## src/rtl/dcd_pkg.sv

```systemverilog
// Shared types, constants and keyword tables for the delimited command deframer.
// No dependencies; imported by dcd_engine and delimited_command_deframer.
package dcd_pkg;

  // Largest frame buffer; a frame holds at most FRAME_BYTES-1 stored bytes.
  localparam int FRAME_BYTES = 64;
  localparam int CNT_W       = $clog2(FRAME_BYTES);

  localparam int TICK_W = 16;
  localparam int LEN_W  = 6;
  localparam int CLS_W  = 2;

  localparam logic [TICK_W-1:0] TIMEOUT_RESET = 16'd300;
  localparam logic [TICK_W-1:0] TICK_MAX      = '1;

  localparam logic [7:0] OPEN_MARK  = 8'h3C;  // '<'
  localparam logic [7:0] CLOSE_MARK = 8'h3E;  // '>'
  localparam logic [7:0] NUL_BYTE   = 8'h00;

  localparam int PING_LEN = 4;
  localparam int REQ_LEN  = 10;
  localparam int INFO_LEN = 10;

  // Request kind carried on tuser.
  localparam logic FUNC_BYTE = 1'b0;
  localparam logic FUNC_TICK = 1'b1;

  // Bit positions in the keyword alive mask.
  localparam int KW_PING = 0;
  localparam int KW_REQ  = 1;
  localparam int KW_INFO = 2;

  typedef enum logic [CLS_W-1:0] {
    CLS_PING    = 2'd0,
    CLS_REQ_CFG = 2'd1,
    CLS_INFO    = 2'd2,
    CLS_UNKNOWN = 2'd3
  } dcd_class_t;

  typedef struct packed {
    logic       func;
    logic [7:0] rx_byte;
  } dcd_item_t;

  typedef struct packed {
    logic             valid;
    dcd_class_t       command_class;
    logic [LEN_W-1:0] frame_length;
  } dcd_result_t;

  function automatic logic [7:0] ping_char(input logic [1:0] idx);
    logic [7:0] c;
    case (idx)
      2'd0:    c = 8'h50;  // P
      2'd1:    c = 8'h49;  // I
      2'd2:    c = 8'h4E;  // N
      2'd3:    c = 8'h47;  // G
      default: c = 8'h00;
    endcase
    return c;
  endfunction

  function automatic logic [7:0] req_char(input logic [3:0] idx);
    logic [7:0] c;
    case (idx)
      4'd0:    c = 8'h52;  // R
      4'd1:    c = 8'h45;  // E
      4'd2:    c = 8'h51;  // Q
      4'd3:    c = 8'h5F;  // _
      4'd4:    c = 8'h43;  // C
      4'd5:    c = 8'h4F;  // O
      4'd6:    c = 8'h4E;  // N
      4'd7:    c = 8'h46;  // F
      4'd8:    c = 8'h49;  // I
      4'd9:    c = 8'h47;  // G
      default: c = 8'h00;
    endcase
    return c;
  endfunction

  function automatic logic [7:0] info_char(input logic [3:0] idx);
    logic [7:0] c;
    case (idx)
      4'd0:    c = 8'h49;  // I
      4'd1:    c = 8'h4E;  // N
      4'd2:    c = 8'h46;  // F
      4'd3:    c = 8'h4F;  // O
      4'd4:    c = 8'h5F;  // _
      4'd5:    c = 8'h46;  // F
      4'd6:    c = 8'h49;  // I
      4'd7:    c = 8'h53;  // S
      4'd8:    c = 8'h49;  // I
      4'd9:    c = 8'h4F;  // O
      default: c = 8'h00;
    endcase
    return c;
  endfunction

endpackage

```

## src/rtl/delimited_command_deframer.sv

```systemverilog
// Top level of the delimited command deframer: stream ports, input and result registers.
// Depends on dcd_pkg and dcd_engine.

// The block takes one request per clock: a received UART byte (in_tuser 0) or a
// one millisecond tick (in_tuser 1). A '<' opens or restarts a frame, bytes outside
// a frame are ignored, and a '>' closes the frame and emits one result with the
// command class (0 ping, 1 config request, 2 info prefix, 3 unknown) in
// out_tdata[1:0] and the stored byte count in out_tdata[7:2]. A zero byte ends
// the text used for matching but still counts. A frame is dropped without result
// when it already holds 63 bytes and another data byte arrives, or when the ticks
// since the last byte exceed the timeout register (write cfg_wdata with cfg_we,
// only while idle; reset value 300). Throughput is one request per cycle while the
// result register is free or being drained; a result is offered once its '>' has
// passed the input register and the frame engine between the two registers has
// loaded the result register. The result register holds while out_tready is low,
// and the input side keeps accepting as long as the result register is free or
// is being drained in the same cycle.
module delimited_command_deframer
  import dcd_pkg::*;
(
  input  logic              clk,
  input  logic              rst_n,
  // Input request channel
  input  logic              in_tvalid,
  output logic              in_tready,
  input  logic [7:0]        in_tdata,   // [7:0] rx_byte
  input  logic              in_tuser,   // [0] func
  // Result channel
  output logic              out_tvalid,
  input  logic              out_tready,
  output logic [7:0]        out_tdata,  // [1:0] command_class, [7:2] frame_length
  // Configuration
  input  logic              cfg_we,
  input  logic [TICK_W-1:0] cfg_wdata
);

  logic              in_valid_r;
  dcd_item_t         in_item_r;
  logic              out_valid_r;
  logic [7:0]        out_data_r;
  logic [TICK_W-1:0] timeout_r;

  logic              advance;
  dcd_result_t       result;

  // Process the held request when the result register can take whatever it yields.
  assign advance   = in_valid_r && (!out_valid_r || out_tready);
  assign in_tready = !in_valid_r || advance;

  dcd_engine u_engine (
    .clk         (clk),
    .rst_n       (rst_n),
    .en          (advance),
    .item        (in_item_r),
    .timeout_lim (timeout_r),
    .result      (result)
  );

  // Input register: load on accept, drop the valid once processed.
  always_ff @(posedge clk) begin
    if (!rst_n) begin
      in_valid_r <= 1'b0;
    end else if (in_tvalid && in_tready) begin
      in_valid_r <= 1'b1;
    end else if (advance) begin
      in_valid_r <= 1'b0;
    end
  end

  always_ff @(posedge clk) begin
    if (in_tvalid && in_tready) begin
      in_item_r.func    <= in_tuser;
      in_item_r.rx_byte <= in_tdata;
    end
  end

  // Result register: load a closed frame, hold until taken.
  always_ff @(posedge clk) begin
    if (!rst_n) begin
      out_valid_r <= 1'b0;
    end else if (advance && result.valid) begin
      out_valid_r <= 1'b1;
    end else if (out_tready) begin
      out_valid_r <= 1'b0;
    end
  end

  always_ff @(posedge clk) begin
    if (advance && result.valid) begin
      out_data_r <= {result.frame_length, result.command_class};
    end
  end

  // Timeout register.
  always_ff @(posedge clk) begin
    if (!rst_n) begin
      timeout_r <= TIMEOUT_RESET;
    end else if (cfg_we) begin
      timeout_r <= cfg_wdata;
    end
  end

  assign out_tvalid = out_valid_r;
  assign out_tdata  = out_data_r;

endmodule

```

## src/rtl/dcd_engine.sv

```systemverilog
// Frame state and keyword matcher: consumes one registered request per enable.
// Depends on dcd_pkg.
module dcd_engine
  import dcd_pkg::*;
(
  input  logic              clk,
  input  logic              rst_n,
  input  logic              en,
  input  dcd_item_t         item,
  input  logic [TICK_W-1:0] timeout_lim,
  output dcd_result_t       result
);

  logic              in_frame_r, in_frame_nxt;
  logic [CNT_W-1:0]  count_r, count_nxt;
  logic [TICK_W-1:0] ticks_r, ticks_nxt;
  logic [2:0]        alive_r, alive_nxt;
  logic              ended_r, ended_nxt;

  logic [7:0]        b;
  logic              ping_ok, req_ok, info_ok;
  logic [2:0]        cls_alive;
  logic [CNT_W+LEN_W-1:0] len_ext;

  assign b = item.rx_byte;

  // Per-keyword check of the byte at the current stored position.
  always_comb begin
    if (b == NUL_BYTE) begin
      ping_ok = (count_r == CNT_W'(PING_LEN));
      req_ok  = (count_r == CNT_W'(REQ_LEN));
      info_ok = (count_r >= CNT_W'(INFO_LEN));
    end else begin
      ping_ok = (count_r < CNT_W'(PING_LEN)) && (b == ping_char(count_r[1:0]));
      req_ok  = (count_r < CNT_W'(REQ_LEN))  && (b == req_char(count_r[3:0]));
      info_ok = (count_r >= CNT_W'(INFO_LEN)) || (b == info_char(count_r[3:0]));
    end
  end

  // Classify the open frame as it would close now; lowest code wins.
  always_comb begin
    cls_alive = alive_r;
    if (!ended_r) begin
      if (count_r != CNT_W'(PING_LEN)) cls_alive[KW_PING] = 1'b0;
      if (count_r != CNT_W'(REQ_LEN))  cls_alive[KW_REQ]  = 1'b0;
      if (count_r <  CNT_W'(INFO_LEN)) cls_alive[KW_INFO] = 1'b0;
    end
  end

  assign len_ext = {{LEN_W{1'b0}}, count_r};

  always_comb begin
    in_frame_nxt         = in_frame_r;
    count_nxt            = count_r;
    ticks_nxt            = ticks_r;
    alive_nxt            = alive_r;
    ended_nxt            = ended_r;
    result.valid         = 1'b0;
    result.frame_length  = len_ext[LEN_W-1:0];
    if (cls_alive[KW_PING])      result.command_class = CLS_PING;
    else if (cls_alive[KW_REQ])  result.command_class = CLS_REQ_CFG;
    else if (cls_alive[KW_INFO]) result.command_class = CLS_INFO;
    else                         result.command_class = CLS_UNKNOWN;

    if (en) begin
      if (item.func == FUNC_TICK) begin
        if (ticks_r != TICK_MAX) ticks_nxt = ticks_r + TICK_W'(1);
        if (in_frame_r && (ticks_nxt > timeout_lim)) begin
          in_frame_nxt = 1'b0;
          count_nxt    = '0;
          alive_nxt    = '1;
          ended_nxt    = 1'b0;
        end
      end else begin
        ticks_nxt = '0;
        if (b == OPEN_MARK) begin
          in_frame_nxt = 1'b1;
          count_nxt    = '0;
          alive_nxt    = '1;
          ended_nxt    = 1'b0;
        end else if (in_frame_r) begin
          if (b == CLOSE_MARK || count_r == CNT_W'(FRAME_BYTES-1)) begin
            // Close emits a result; an overfull frame is dropped silently.
            result.valid = (b == CLOSE_MARK);
            in_frame_nxt = 1'b0;
            count_nxt    = '0;
            alive_nxt    = '1;
            ended_nxt    = 1'b0;
          end else begin
            count_nxt = count_r + CNT_W'(1);
            if (!ended_r) begin
              alive_nxt = alive_r & {info_ok, req_ok, ping_ok};
              ended_nxt = (b == NUL_BYTE);
            end
          end
        end
      end
    end
  end

  always_ff @(posedge clk) begin
    if (!rst_n) begin
      in_frame_r <= 1'b0;
      count_r    <= '0;
      ticks_r    <= '0;
      alive_r    <= '1;
      ended_r    <= 1'b0;
    end else begin
      in_frame_r <= in_frame_nxt;
      count_r    <= count_nxt;
      ticks_r    <= ticks_nxt;
      alive_r    <= alive_nxt;
      ended_r    <= ended_nxt;
    end
  end

endmodule
```

## config.mk

```make
export PLATFORM = sky130hd
export DESIGN_NAME = delimited_command_deframer
export DESIGN_NICKNAME = d
export VERILOG_FILES = /design/src/rtl/dcd_pkg.sv /design/src/rtl/delimited_command_deframer.sv /design/src/rtl/dcd_engine.sv
export SDC_FILE = /design/constraint.sdc
export NUM_CORES = 1
export LEC_CHECK = 0
export BUFFER_PORTS_ARGS = -buffer_cell sky130_fd_sc_hd__buf_2
export CAP_MARGIN = 20
export CORE_MARGIN = 3
export CORE_UTILIZATION = 56
export CTS_BUF_LIST = sky130_fd_sc_hd__clkbuf_4 sky130_fd_sc_hd__clkbuf_8
export CTS_CLUSTER_SIZE = 28
export DETAILED_ROUTE_END_ITERATION = 8
export HOLD_SLACK_MARGIN = 0.08
export PLACE_DENSITY = 0.77
export SYNTH_ARGS = -nofsm -noshare
export SYNTH_HDL_FRONTEND = slang
export SYNTH_HIERARCHICAL = 1
export SYNTH_SLANG_ARGS = --single-unit
```

## constraint.sdc

```tcl
create_clock -name clk -period 3.7 [get_ports clk]
set_input_delay 0.185 -clock clk [delete_from_list [all_inputs] [get_ports clk]]
set_output_delay 0.185 -clock clk [all_outputs]
set_load 0.01 [all_outputs]
```

Word level (Yosys, flattened, before mapping)
Memories as Yosys holds them, arrays and structs flattened. A register that Yosys moved wholly into a read port is not among the register bits.
Cells that the tools add are included.
{"block": "classes", "bitwise_logic": 1, "add_sub_neg": 2, "muxes": 51, "order_cmp": 4, "n_reduce_logical": 21, "eq_ne": 16}
{"cell": "two-way mux 16 bit", "count": 4}
{"cell": "one-hot mux 8 bit (4 select lines)", "count": 1}
{"cell": "two-way mux 6 bit", "count": 5}
{"cell": "two-way mux 1 bit", "count": 27}
{"cell": "== test 8 bit", "count": 3}
{"cell": "two-way mux 8 bit", "count": 3}
{"cell": "two-way mux 3 bit", "count": 7}
{"cell": "adder 16 x 1 -> 16 bit (second input constant)", "count": 1}
{"cell": "== test 8 x 6 -> 1 bit (second input constant)", "count": 2}
{"cell": "greater-than comparator 16 bit", "count": 1}
{"cell": "two-way mux 4 bit", "count": 4}
{"cell": "inequality test 16 bit (second input constant)", "count": 1}
{"cell": "zero test 8 bit", "count": 1}
{"cell": "adder 6 x 1 -> 6 bit (second input constant)", "count": 1}
{"cell": "== test 6 x 3 -> 1 bit (second input constant)", "count": 1}
{"cell": "== test 6 x 4 -> 1 bit (second input constant)", "count": 1}
{"cell": "== test 6 bit (second input constant)", "count": 1}
{"cell": ">= comparator 6 x 4 -> 1 bit (second input constant)", "count": 1}
{"cell": "logical AND 1 bit", "count": 6}
{"cell": "< comparator 6 x 3 -> 1 bit (second input constant)", "count": 1}
{"cell": "< comparator 6 x 4 -> 1 bit (second input constant)", "count": 1}
{"cell": "inequality test 6 x 3 -> 1 bit (second input constant)", "count": 1}
{"cell": "inequality test 6 x 4 -> 1 bit (second input constant)", "count": 1}
{"cell": "== test 2 bit (second input constant)", "count": 2}
{"cell": "13 further kinds", "count": 18}
{"block": "totals", "input_bits": 30, "register_bits": 62, "mem_count": 2, "rom_bits": 192}
{"name": "(no name shown)", "depth": 16, "width": 6, "read_ports": 1, "rd_ports_with_merged_regs": 1, "write_ports": 0, "line": "dcd_pkg.sv:65", "text": "case (idx)"}
{"name": "(no name shown)", "depth": 16, "width": 6, "read_ports": 1, "rd_ports_with_merged_regs": 1, "write_ports": 0, "line": "dcd_pkg.sv:83", "text": "case (idx)"}

Logic depth before layout (Yosys ltp)
Gate-level depths: netlist (run 1).
{"block": "logic_depth", "ltp_word": 12, "mapped_depth": 22, "mapped_depth_nobuf": 20}

Modules after synthesis
The synthesis (run 1) kept the hierarchy.
{"mod": "dcd_engine", "instances": 1, "seq_area_each_um2": 760.7, "cells_each": 386, "area_each_um2": 3040.4}
{"mod": "delimited_command_deframer", "instances": 1, "seq_area_each_um2": 870.8, "cells_each": 81, "area_each_um2": 1214.9}

Least setup slack after synthesis (run 1)
Ideal clock, no wire load.
{"block": "synth_path", "path_type": "reg-to-reg", "start": "register u_engine.ticks_r[3]", "end": "register with a tool-made name", "synth_period_minus_slack_ns": 3.925, "path_slack_ns": -0.225, "arrival_ns": 3.798, "setup_time_ns": 0.126, "path_stages_with_launch": 19, "path_cell_list": "dfxtp_1 and3_1 and4_1 and2_1 and3_1 and3_1 nand3_1 o21a_1 ha_1 nand4_2 nor4_1 o21ai_1 and4_4 nor2_4 buf_6 mux2_2 ha_1 a21boi_0 o21ai_0"}
{"element": "start: declaration", "line": "dcd_engine.sv:16", "text": "logic [TICK_W-1:0] ticks_r, ticks_nxt;"}
{"element": "start signal: assignment", "line": "dcd_engine.sv:111", "text": "ticks_r <= ticks_nxt;"}

==> summary.txt, run 1 <==
Synthesis
  – EDFF count, synth: 17
  – Seq/Total Area, Yosys: 38.3%
  – Top_reg_cell synth: dfxtp_1
  – Yosys warnings: 6
  – Register bit total from synthesis: 73
  – Post-Syn Instances: 467
  – Post-synth cell types: 66
  – Asr flop ratio synth: 0%
  – Synth Cell Area: 4260 um^2
  – Mean Syn Cell Area: 9.11 um^2
  – Post-synth net total: 523

STA
  – Final WS setup: -0.0313 ns
  – Worst slew margin relative to its limit: 51.6%
  – WHS: 0.0849 ns
  – Final slew viol count: 0
  – Worst slew pin tran: 0.726 ns
  – Final Hold Viols: 0
  – Setup_tns: -0.0828 ns
  – Unrepaired setup endpoints after global routing: true
  – Peak Freq: 268 MHz
  – Final Skew: 0.0120 ns
  – Final min period: 3.73 ns
  – Tcrit/Tclk final: 101%
  – Final setup violating endpoints: 3

Detailed routing
  – Vias per Instance: 5.70
  – DR DRC count: 0
  – DR iter-0 viols: 267
  – Total Wirelength: 10,700 um
  – Detail Route Antenna Nets: 0
  – Routed length per placed instance: 16.1 um
  – Initial DRT Pass Iterations: 5
  – Routed vias: 3,789

Clock network
  – Clock buffer depth: 2
  – Clock transition at path regs: 0.08 ns
  – Clock sink total: 73
  – Number of CTS-inserted buffers: 9
  – CTS root buf: clkbuf_8
  – H-tree levels: 3
  – Clk_lat worst skew: 0.36 ns
  – CTS tree: built

Global route
  – Largest net degree at the start of global routing: 41
  – First-pass GRT wire length: 16,800 um
  – Total overflow reported by the global router: 0
  – Number of global-route vias before repair: 3,536
  – Initial antenna violation count: 0
  – Total Routing Usage GR: 24.5%

Worst hold path
  – Worst min path class: in -> reg

Die
  – Chip Width: 93.2 um
  – Initial Util: 58.0%
  – # IOs: 40
  – CORE AREA: 7330 um^2
  – Vert. Die Dim: 93.2 um
  – Std cell rows: 31
  – DIE AREA: 8680 um^2

Critical path
  – Crit path launch type: register
  – Crit path capture type: register
  – Arrival time worst endpoint: 4.02 ns
  – Crit Path Category: reg -> reg
  – R2r setup slk: -0.03 ns
  – CP max FO: 5
  – Required @ worst endpoint: 3.99 ns

Power
  – Maximum vdd ir drop: 0.000214 V
  – Int Power: 1.23 mW
  – Pwr Density: 304 nW/um^2
  – Total chip power: 1.67 mW
  – Sw Share: 26.2%
  – Clock share of power: 37.5%
  – Combinational share of power: 11.1%
  – Register share of total power: 51.5%
  – Static leakage: 2.27 nW
  – Switching pwr: 0.437 mW

Finish
  – Area Growth Syn to Fin: 28.6%
  – Fin nets: 617
  – Fraction of layout cells with a size suffix above 1: 30.7%
  – Final core utilization: 74.7%
  – Commonest cells after routing, fill and taps aside: nand2_1, dfxtp_1, buf_4
  – Non-filler cells, final: 665
  – Number of diodes: 0

Place
  – GPL Wtd Cong: 0.929
  – Cell count after placement: 618
  – IO buf count: 39
  – DP Wirelength: 7200 um

Job
  – Max cap viols: 0

Run status
  – Failing checks: negative setup slack
  – Status: complete, but fails checks
[routing by layer]
metal / vias to the layer above / GRT usage (%) / wire length, um
met1: 1761 / 34.3 / 5000
met5: - / 0 / 0
met4: 0 / 8.67 / 169
met3: 15 / 4.51 / 664
li1: 1846 / - / -
met2: 167 / 38.0 / 4900
[worst paths after layout]
kind,from,endpoint,cells past startpoint
min,cfg_wdata[12],timeout_r[12],3
max,u_engine/ticks_r[5],register,21
min reg2reg,u_engine/alive_r[2],u_engine/alive_r[2],1
max reg2reg,u_engine/ticks_r[5],register,21
[Yosys cell counts (3+ instances only)]
master / count / area share (%)
o21a_1: 8 / 1.4
nand2_1: 52 / 4.6
o31ai_1: 3 / 0.53
xnor2_1: 17 / 3.5
a21boi_0: 5 / 0.88
ha_1: 26 / 7.6
clkbuf_1: 7 / 0.62
nor4_1: 6 / 0.88
o21ai_1: 4 / 0.47
nand3_1: 21 / 2.5
nand2b_1: 4 / 0.59
a21o_1: 6 / 1.1
mux2_2: 4 / 1.1
o221ai_1: 3 / 0.62
edfxtp_1: 17 / 12
nor2b_1: 16 / 2.4
and3_1: 11 / 1.6
o21ai_0: 11 / 1.3
nor2_1: 29 / 2.6
inv_1: 28 / 2.5
nor3_1: 18 / 2.1
dfxtp_1: 56 / 26
xor2_1: 10 / 2.1
mux2i_1: 17 / 4.0
and2_1: 3 / 0.44
a21oi_1: 29 / 3.4
nand4_1: 8 / 1.2
[power by group through the flow]
stage | combinational [mW] | clock, mW | sequential, mW
floorplan | 0.107 | 0 | 0.868
global placement | 0.143 | 0 | 0.874
detailed placement | 0.148 | 0 | 0.875
CTS | 0.167 | 0.632 | 0.856
global route | 0.202 | 0.672 | 0.860
finish | 0.185 | 0.624 | 0.857
[timing repair]
action	4_1_cts	5_1_grt
hold endpoints to repair	15	0
setup buffers	8	8
pin swaps	9	19
gates resized for setup	20	38
hold buffers	15	0
endpoints found under the setup margin	7	14
[critical path, cell delays in order (launching register included)]
cell     delay, ns
dfxtp_2       0.34
and3_4        0.19
and4_4        0.25
and2_4        0.16
and3_4        0.18
and3_4        0.21
nand3_4       0.07
o21a_1        0.14
ha_4          0.30
nand4_4       0.10
buf_6         0.16
nor3_4        0.20
nand2_1       0.09
and4_4        0.17
nor2_4        0.12
mux2_4        0.38
inv_4         0.08
ha_4          0.12
o31ai_2       0.05
a21o_1        0.15
o31a_1        0.09
o21ai_1       0.12
[per-stage QoR]
step / instance area [um^2] / worst slack, ns
CTS: 5240 / 0.0128
floorplan: 4340 / 0.0115
global placement: 4760 / 0.0846
detailed placement: 4760 / -0.0870
global route: 5470 / -0.198
finish: 5470 / -0.0313
[kinds of logic after synthesis]
group                      after synthesis  share of synthesized area, %
buffers and inverters                   43                          4.70
and+or+nand+nor                        185                          22.8
xor gates and xnor gates                27                          5.56
DFF                                     73                          38.3
adders and majority gates               26                          7.64
muxes                                   22                          5.41
AOI/OAI and AO/OA                       91                          15.6
[area by class of cell]
cell class | instances | area [um^2]
multi-input cells | 351 | 2720
fillers | 476 | 1860
flip-flops and latches | 73 | 1640
repair buffers | 98 | 683
clock buffers | 9 | 124
well taps | 99 | 124
inverters | 28 | 110
clock inverters | 7 | 68.8
(Power assumes the default switching activity.)
==> inputs of run 2 (changes only) <==
--- a/config.mk
+++ b/config.mk
@@ -8,12 +8,13 @@
 export BUFFER_PORTS_ARGS = -buffer_cell sky130_fd_sc_hd__buf_2
 export CAP_MARGIN = 20
 export CORE_MARGIN = 3
-export CORE_UTILIZATION = 56
+export CORE_UTILIZATION = 60
 export CTS_BUF_LIST = sky130_fd_sc_hd__clkbuf_4 sky130_fd_sc_hd__clkbuf_8
 export CTS_CLUSTER_SIZE = 28
 export DETAILED_ROUTE_END_ITERATION = 8
 export HOLD_SLACK_MARGIN = 0.08
-export PLACE_DENSITY = 0.77
+export PLACE_DENSITY = 0.79
+export SLEW_MARGIN = 20
 export SYNTH_ARGS = -nofsm -noshare
 export SYNTH_HDL_FRONTEND = slang
 export SYNTH_HIERARCHICAL = 1
==> constraint.sdc (replaced) <==
create_clock -name clk -period 4.19 [get_ports clk]
set_input_delay 0.2095 -clock clk [delete_from_list [all_inputs] [get_ports clk]]
set_output_delay 0.2095 -clock clk [all_outputs]
set_load 0.01 [all_outputs]
==> run 2 against run 1 <==
Net effect: clock-buffer cell count did not move; via count shrank 3.7%; the flow now finishes without violations; register-to-register slack better by 0.23 ns; cell count down 6.3%; core utilization is 1.4 points lower; largest cell class unchanged; clock power up 16%.
==> summary.txt, run 2 (synthesized netlist as in run 1, its figures left out) <==
Run status
  – Status: finished clean

Finish
  – Flip-flop and latch area: 1640 um^2 (about the same)
  – Fin nets: 578 (-6.3%)
  – Finished Cell Area: 5000 um^2 (-8.6%)
  – Fraction of layout cells with a size suffix above 1: 19.4% (-11 points)
  – Number of diodes: 0 (unchanged)
  – Commonest non-fill, non-tap cell in the layout: nand2_1
  – Area of the multi-input gates: 2490 um^2 (-8.4%)
  – Area Growth Syn to Fin: 17.6%
  – Final core utilization: 73.3% (-1.4 points)
  – Non-filler cells, final: 623 (-6.3%)
  – Commonest cells after routing, fill and taps aside: nand2_1, dfxtp_1, buf_2
  – # fillers: 506 (+6.3%)

Place
  – Place WS: 0.0299 ns (+0.117 ns)
  – DP Wirelength: 6780 um (-5.8%)
  – IO buf count: 39 (unchanged)
  – Dpl cell area: 4530 um^2 (-4.9%)
  – GPL Wtd Cong: 0.844 (-9.2%)
  – Cell count after placement: 594 (-3.9%)

Power
  – Combinational share of power: 8.2% (-2.9 points)
  – Register share of total power: 47.0% (-4.5 points)
  – Int Power: 1.25 mW (+2.0%)
  – Sw Share: 22.6% (-3.6 points)
  – Clock share of power: 44.8% (+7.3 points)
  – Maximum vdd ir drop: 0.000195 V (-9.0%)
  – Switching pwr: 0.366 mW (-16%)
  – Total chip power: 1.62 mW (-2.7%)
  – Pwr Density: 324 nW/um^2 (+6.4%)
  – Static leakage: 2.09 nW (-8.0%)

Critical path
  – Crit path launch type: register
  – RR Startpoint: u_engine/ticks_r[3]
  – Arrival time worst endpoint: 4.29 ns (+0.27 ns)
  – Required @ worst endpoint: 4.48 ns (+0.49 ns)
  – CP max FO: 6 (+1)
  – Reg2reg path depth: 20 (-4.8%)
  – Crit Path Category: reg -> reg
  – Crit path capture type: register
  – R2r setup slk: 0.19 ns (+0.23 ns)

STA
  – Worst slew pin tran: 0.776 ns (+0.0498 ns)
  – Worst slew margin relative to its limit: 48.2% (-3.4 points)
  – Final setup violating endpoints: 0 (-3)
  – Peak Freq: 250 MHz (-6.6%)
  – Final Skew: 0.0157 ns (+0.00368 ns)
  – WHS: 0.0907 ns (+0.00582 ns)
  – Final WS setup: 0.195 ns (+0.226 ns)
  – Final slew viol count: 0 (unchanged)
  – Final min period: 4.00 ns (+0.264 ns)
  – Tcrit/Tclk final: 95.3% (-5.5 points)
  – Final Hold Viols: 0 (unchanged)
  – Setup_tns: 0 ns (+0.0828 ns)

Job
  – Max cap viols: 0 (unchanged)

Detailed routing
  – DR DRC count: 0 (unchanged)
  – Vias per Instance: 5.86 (+2.8%)
  – Detail Route Antenna Nets: 0 (unchanged)
  – Total Wirelength: 9860 um (-8.1%)
  – DR iter-0 viols: 261 (-2.2%)
  – Routed vias: 3,650 (-3.7%)
  – Initial DRT Pass Iterations: 5 (unchanged)
  – Routed length per placed instance: 15.8 um (-1.9%)

Die
  – # IOs: 40 (unchanged)
  – Vert. Die Dim: 90.2 um (-3.2%)
  – DIE AREA: 8140 um^2 (-6.2%)
  – Initial Util: 62.3% (+4.2 points)
  – CORE AREA: 6830 um^2 (-6.8%)
  – Chip Width: 90.2 um (-3.2%)
  – Std cell rows: 30 (-3.2%)

Global route
  – Total Routing Usage GR: 24.0% (-0.52 points)
  – Total overflow reported by the global router: 0 (unchanged)
  – First-pass GRT wire length: 15,900 um (-5.5%)
  – Number of global-route vias before repair: 3,288 (-7.0%)
  – Largest net degree at the start of global routing: 40 (-2.4%)
  – Initial antenna violation count: 0 (unchanged)

Clock network
  – H-tree levels: 3 (unchanged)
  – Clock buffer depth: 2 (unchanged)
  – Number of CTS-inserted buffers: 9 (unchanged)
  – Post-CTS Setup Bufs: 0 (-8)
  – CTS tree: built
  – CTS root buf: clkbuf_8
  – Clk_lat worst skew: 0.35 ns (about the same)
  – Clock transition at path regs: 0.09 ns (about the same)
  – Clock sink total: 73 (unchanged)

Worst hold path
  – Min-delay src: cfg_wdata[5]
  – Worst min path class: in -> reg
  – Hold Path Depth: 3 (unchanged)
  – Hold Path End: timeout_r[5]
[run 2: cell type report]
| type | count | share of cell area (%) |
|---|---|---|
| Tap cell | 96 | 2.40 |
| Clock buffer | 9 | 2.48 |
| Multi-Input combinational cell | 351 | 49.8 |
| Clock inverter | 7 | 2.85 |
| Sequential cell | 73 | 32.8 |
| Timing Repair Buffer | 59 | 7.55 |
| Inverter | 28 | 2.10 |
[run 2: how the worst max path moves through the flow]
stage / endpoint / from / cells past startpoint / slack, ns
2_1_floorplan: register / u_engine/ticks_r[3] / 18 / 0.27
3_3_place_gp: register / u_engine/ticks_r[3] / 17 / 0.23
3_5_place_dp: register / u_engine/ticks_r[3] / 17 / 0.03
4_1_cts: register / u_engine/ticks_r[3] / 17 / 0.03
5_1_grt: register / u_engine/ticks_r[3] / 20 / -0.02
6_report: register / u_engine/ticks_r[3] / 20 / 0.19
[run 2: power by group through the flow]
stage,Combinational [mW],Sequential [mW],Clock [mW]
after global routing,0.147,0.764,0.765
after global placement,0.112,0.776,0
after detailed placement,0.115,0.777,0
after floorplan,0.0901,0.766,0
final,0.132,0.762,0.726
after CTS,0.125,0.761,0.736
[run 2: routing by layer]
layer	share of wire (%)	up-vias	GRT usage (%)	wire length, um
met5	0	-	0	0
met4	1.7	0	8.16	166
met3	7.1	23	4.18	703
met2	45	163	37.4	4480
met1	46	1699	33.7	4520
li1	-	1765	-	-
[run 2: worst max-delay path, cell delays in order (launching register included)]
cell and delay, ns:
dfxtp_2 0.39, and3_4 0.22, and4_4 0.23, and2_1 0.14, and3_2 0.23, and3_1 0.20
nand3_1 0.11, o21a_1 0.16, ha_4 0.30, nand4_4 0.14, nor4_2 0.27, o21ai_1 0.14
and4_4 0.23, nor2_4 0.14, mux2_4 0.36, inv_1 0.11, ha_1 0.15, o31ai_1 0.07
a21o_1 0.16, o31a_1 0.09, o21ai_1 0.11
[run 2: repair_timing]
item                                   4_1_cts  5_1_grt
gates resized for setup                      0       17
setup endpoints to repair                    0       12
endpoints found under the hold margin       13        0
hold buffers                                13        0
==> inputs of run 3 (changes only) <==
--- a/config.mk
+++ b/config.mk
@@ -14,6 +14,7 @@
 export DETAILED_ROUTE_END_ITERATION = 8
 export HOLD_SLACK_MARGIN = 0.08
 export PLACE_DENSITY = 0.79
+export REMOVE_ABC_BUFFERS = 1
 export SLEW_MARGIN = 20
 export SYNTH_ARGS = -nofsm -noshare
 export SYNTH_HDL_FRONTEND = slang
==> run 3 against run 2 <==
Net effect: global-route usage grew 0.64 points; clock power shrank 31%; clock-buffer cell count grew 2; flip-flop and latch count is the same; sequential share of layout area grew 0.62 points; critical path type unchanged; worst hold slack gained 0.029 ns.
==> summary.txt, run 3 (synthesized netlist as in run 1, its figures left out) <==
Critical path
  – Buf+Inv Stages, Crit Path: 1 (unchanged)
  – CP delay by family, top: simple AND/OR/NAND/NOR gates
  – Arrival time worst endpoint: 4.27 ns (-0.02 ns)
  – Worst path cell trace: and3_4 -> and4_1 -> and2_1 -> nand3_1 -> nor2_1 -> mux2_2 -> ha_1 -> nand4_4 -> nor3_1 -> nor3_1 -> and4_4 -> nor2_4 -> mux2_2 -> inv_1 -> ha_1 -> nand2b_1 -> o22ai_1 -> o32ai_2
  – Slowest Stage Delay on Critical Path: 0.40 ns (about the same)
  – CP max FO: 6 (unchanged)
  – Required @ worst endpoint: 4.45 ns (-0.03 ns)
  – Crit path launch type: register
  – Crit Path Category: reg -> reg
  – Crit path capture type: register
  – Slowest cell on the critical path: mux2_2

Global route
  – Initial antenna violation count: 0 (unchanged)
  – Number of global-route vias before repair: 3,370 (+2.5%)
  – Largest net degree at the start of global routing: 40 (unchanged)
  – Total overflow reported by the global router: 0 (unchanged)
  – Total Routing Usage GR: 24.6% (+0.64 points)
  – First-pass GRT wire length: 16,300 um (+2.3%)

Die
  – Chip Width: 90.2 um (unchanged)
  – CORE AREA: 6830 um^2 (unchanged)
  – Std cell rows: 30 (unchanged)
  – DIE AREA: 8140 um^2 (unchanged)
  – Initial Util: 62.3% (unchanged)
  – # IOs: 40 (unchanged)
  – Vert. Die Dim: 90.2 um (unchanged)

STA
  – Worst slew margin relative to its limit: 45.9% (-2.3 points)
  – Tcrit/Tclk final: 95.6% (+0.26 points)
  – Setup_tns: 0 ns (unchanged)
  – Final Hold Viols: 0 (unchanged)
  – Peak Freq: 250 MHz (-0.28%)
  – Final Skew: 0.00981 ns (-0.00589 ns)
  – Final min period: 4.01 ns (+0.0110 ns)
  – Final slew viol count: 0 (unchanged)
  – Final setup violating endpoints: 0 (unchanged)
  – Worst slew pin tran: 0.809 ns (+0.0330 ns)
  – Unrepaired setup endpoints after global routing: false

Finish
  – Number of diodes: 0 (unchanged)
  – Commonest non-fill, non-tap cell in the layout: nand2_1
  – # fillers: 522 (+3.2%)
  – Fraction of layout cells with a size suffix above 1: 19.1% (-0.30 points)
  – Area Growth Syn to Fin: 15.3%
  – Fin nets: 581 (+0.52%)
  – Commonest cells after routing, fill and taps aside: nand2_1, dfxtp_1, buf_2

Run status
  – Status: finished clean

Detailed routing
  – Vias per Instance: 5.77 (-1.5%)
  – Routed vias: 3,613 (-1.0%)
  – Total Wirelength: 9800 um (-0.63%)
  – Routed length per placed instance: 15.7 um (-1.1%)
  – DR iter-0 viols: 370 (+42%)
  – Detail Route Antenna Nets: 0 (unchanged)
  – DR DRC count: 0 (unchanged)
  – Initial DRT Pass Iterations: 6 (+1)

Clock network
  – CTS tree: built
  – Clock transition at path regs: 0.08 ns (about the same)
  – Clock sink total: 73 (unchanged)
  – Number of CTS-inserted buffers: 9 (unchanged)
  – H-tree levels: 3 (unchanged)
  – Clk_lat worst skew: 0.35 ns (about the same)
  – CTS root buf: clkbuf_8
  – Clock buffer depth: 2 (unchanged)

Power
  – Total chip power: 1.39 mW (-14%)
  – Static leakage: 2.06 nW (-1.6%)
  – Maximum vdd ir drop: 0.000238 V (+22%)
  – Pwr Density: 284 nW/um^2 (-12%)

Place
  – IO buf count: 39 (unchanged)
  – GPL Wtd Cong: 0.919 (+8.9%)
  – DP Wirelength: 6910 um (+1.8%)

Job
  – Max cap viols: 0 (unchanged)

Worst hold path
  – Worst min path class: in -> reg
-- run 3: what timing repair did --
action / 4_1_cts / 5_1_grt
hold buffers: 14 / 0
setup buffers: 0 / 1
gates resized for setup: 0 / 15
hold endpoints to repair: 14 / 0
setup endpoints to repair: 0 / 9
-- run 3: tightest hold or removal path: stages --
cell and delay (ns):
buf_2 0.07, mux2i_1 0.05, nor2b_1 0.09
-- run 3: final timing paths --
path / depth (start not counted) / from / to / slack (ns)
max: 18 / u_engine/ticks_r[3] / register / 0.18
min: 3 / cfg_wdata[1] / timeout_r[1] / 0.12
max reg2reg: 18 / u_engine/ticks_r[3] / register / 0.18
min reg2reg: 1 / u_engine/alive_r[2] / u_engine/alive_r[2] / 0.46
-- run 3: per-layer routing --
| metal | share of wire [%] | routed length [um] | up-vias | global-route usage (%) |
|---|---|---|---|---|
| met1 | 48 | 4730 | 1687 | 35.2 |
| met4 | 1.5 | 147 | 0 | 8.93 |
| met3 | 6.7 | 655 | 13 | 4.44 |
| met2 | 44 | 4270 | 142 | 37.4 |
| li1 | - | - | 1771 | - |
| met5 | 0 | 0 | - | 0 |
-- run 3: per-stage QoR --
step | instance area, um^2 | setup slack [ns] | hold slack (ns) | instances | util [%]
final | 4910 | 0.184 | 0.119 | 626 | 71.8
after detailed placement | 4540 | 0.0697 | 0.388 | 595 | 66.4
after global placement | 4540 | 0.209 | 0.385 | 595 | 66.4
after global routing | 4910 | 0.00135 | 0.121 | 626 | 71.8
after floorplan | 4160 | 0.241 | 0.271 | 452 | -
after CTS | 4850 | 0.0340 | 0.107 | 625 | 71.0
-- run 3: power breakdown --
group          leakage (nW)  internal, mW  switching [mW]  total (mW)
Sequential            0.628         0.737          0.0255       0.762
Clock                0.0925         0.236           0.263       0.499
Combinational          1.34        0.0610          0.0726       0.134
Total                  2.06          1.03           0.361        1.39
-- run 3: area by class of cell --
class / count / area (um^2) / area share [%]
timing repair buffer: 62 / 403 / 8.21
multi-input combinational: 351 / 2460 / 50.2
tap: 96 / 120 / 2.45
clock buffer: 11 / 145 / 2.96
sequential: 73 / 1640 / 33.4
clock inverter: 5 / 31.3 / 0.637
inverter: 28 / 105 / 2.14
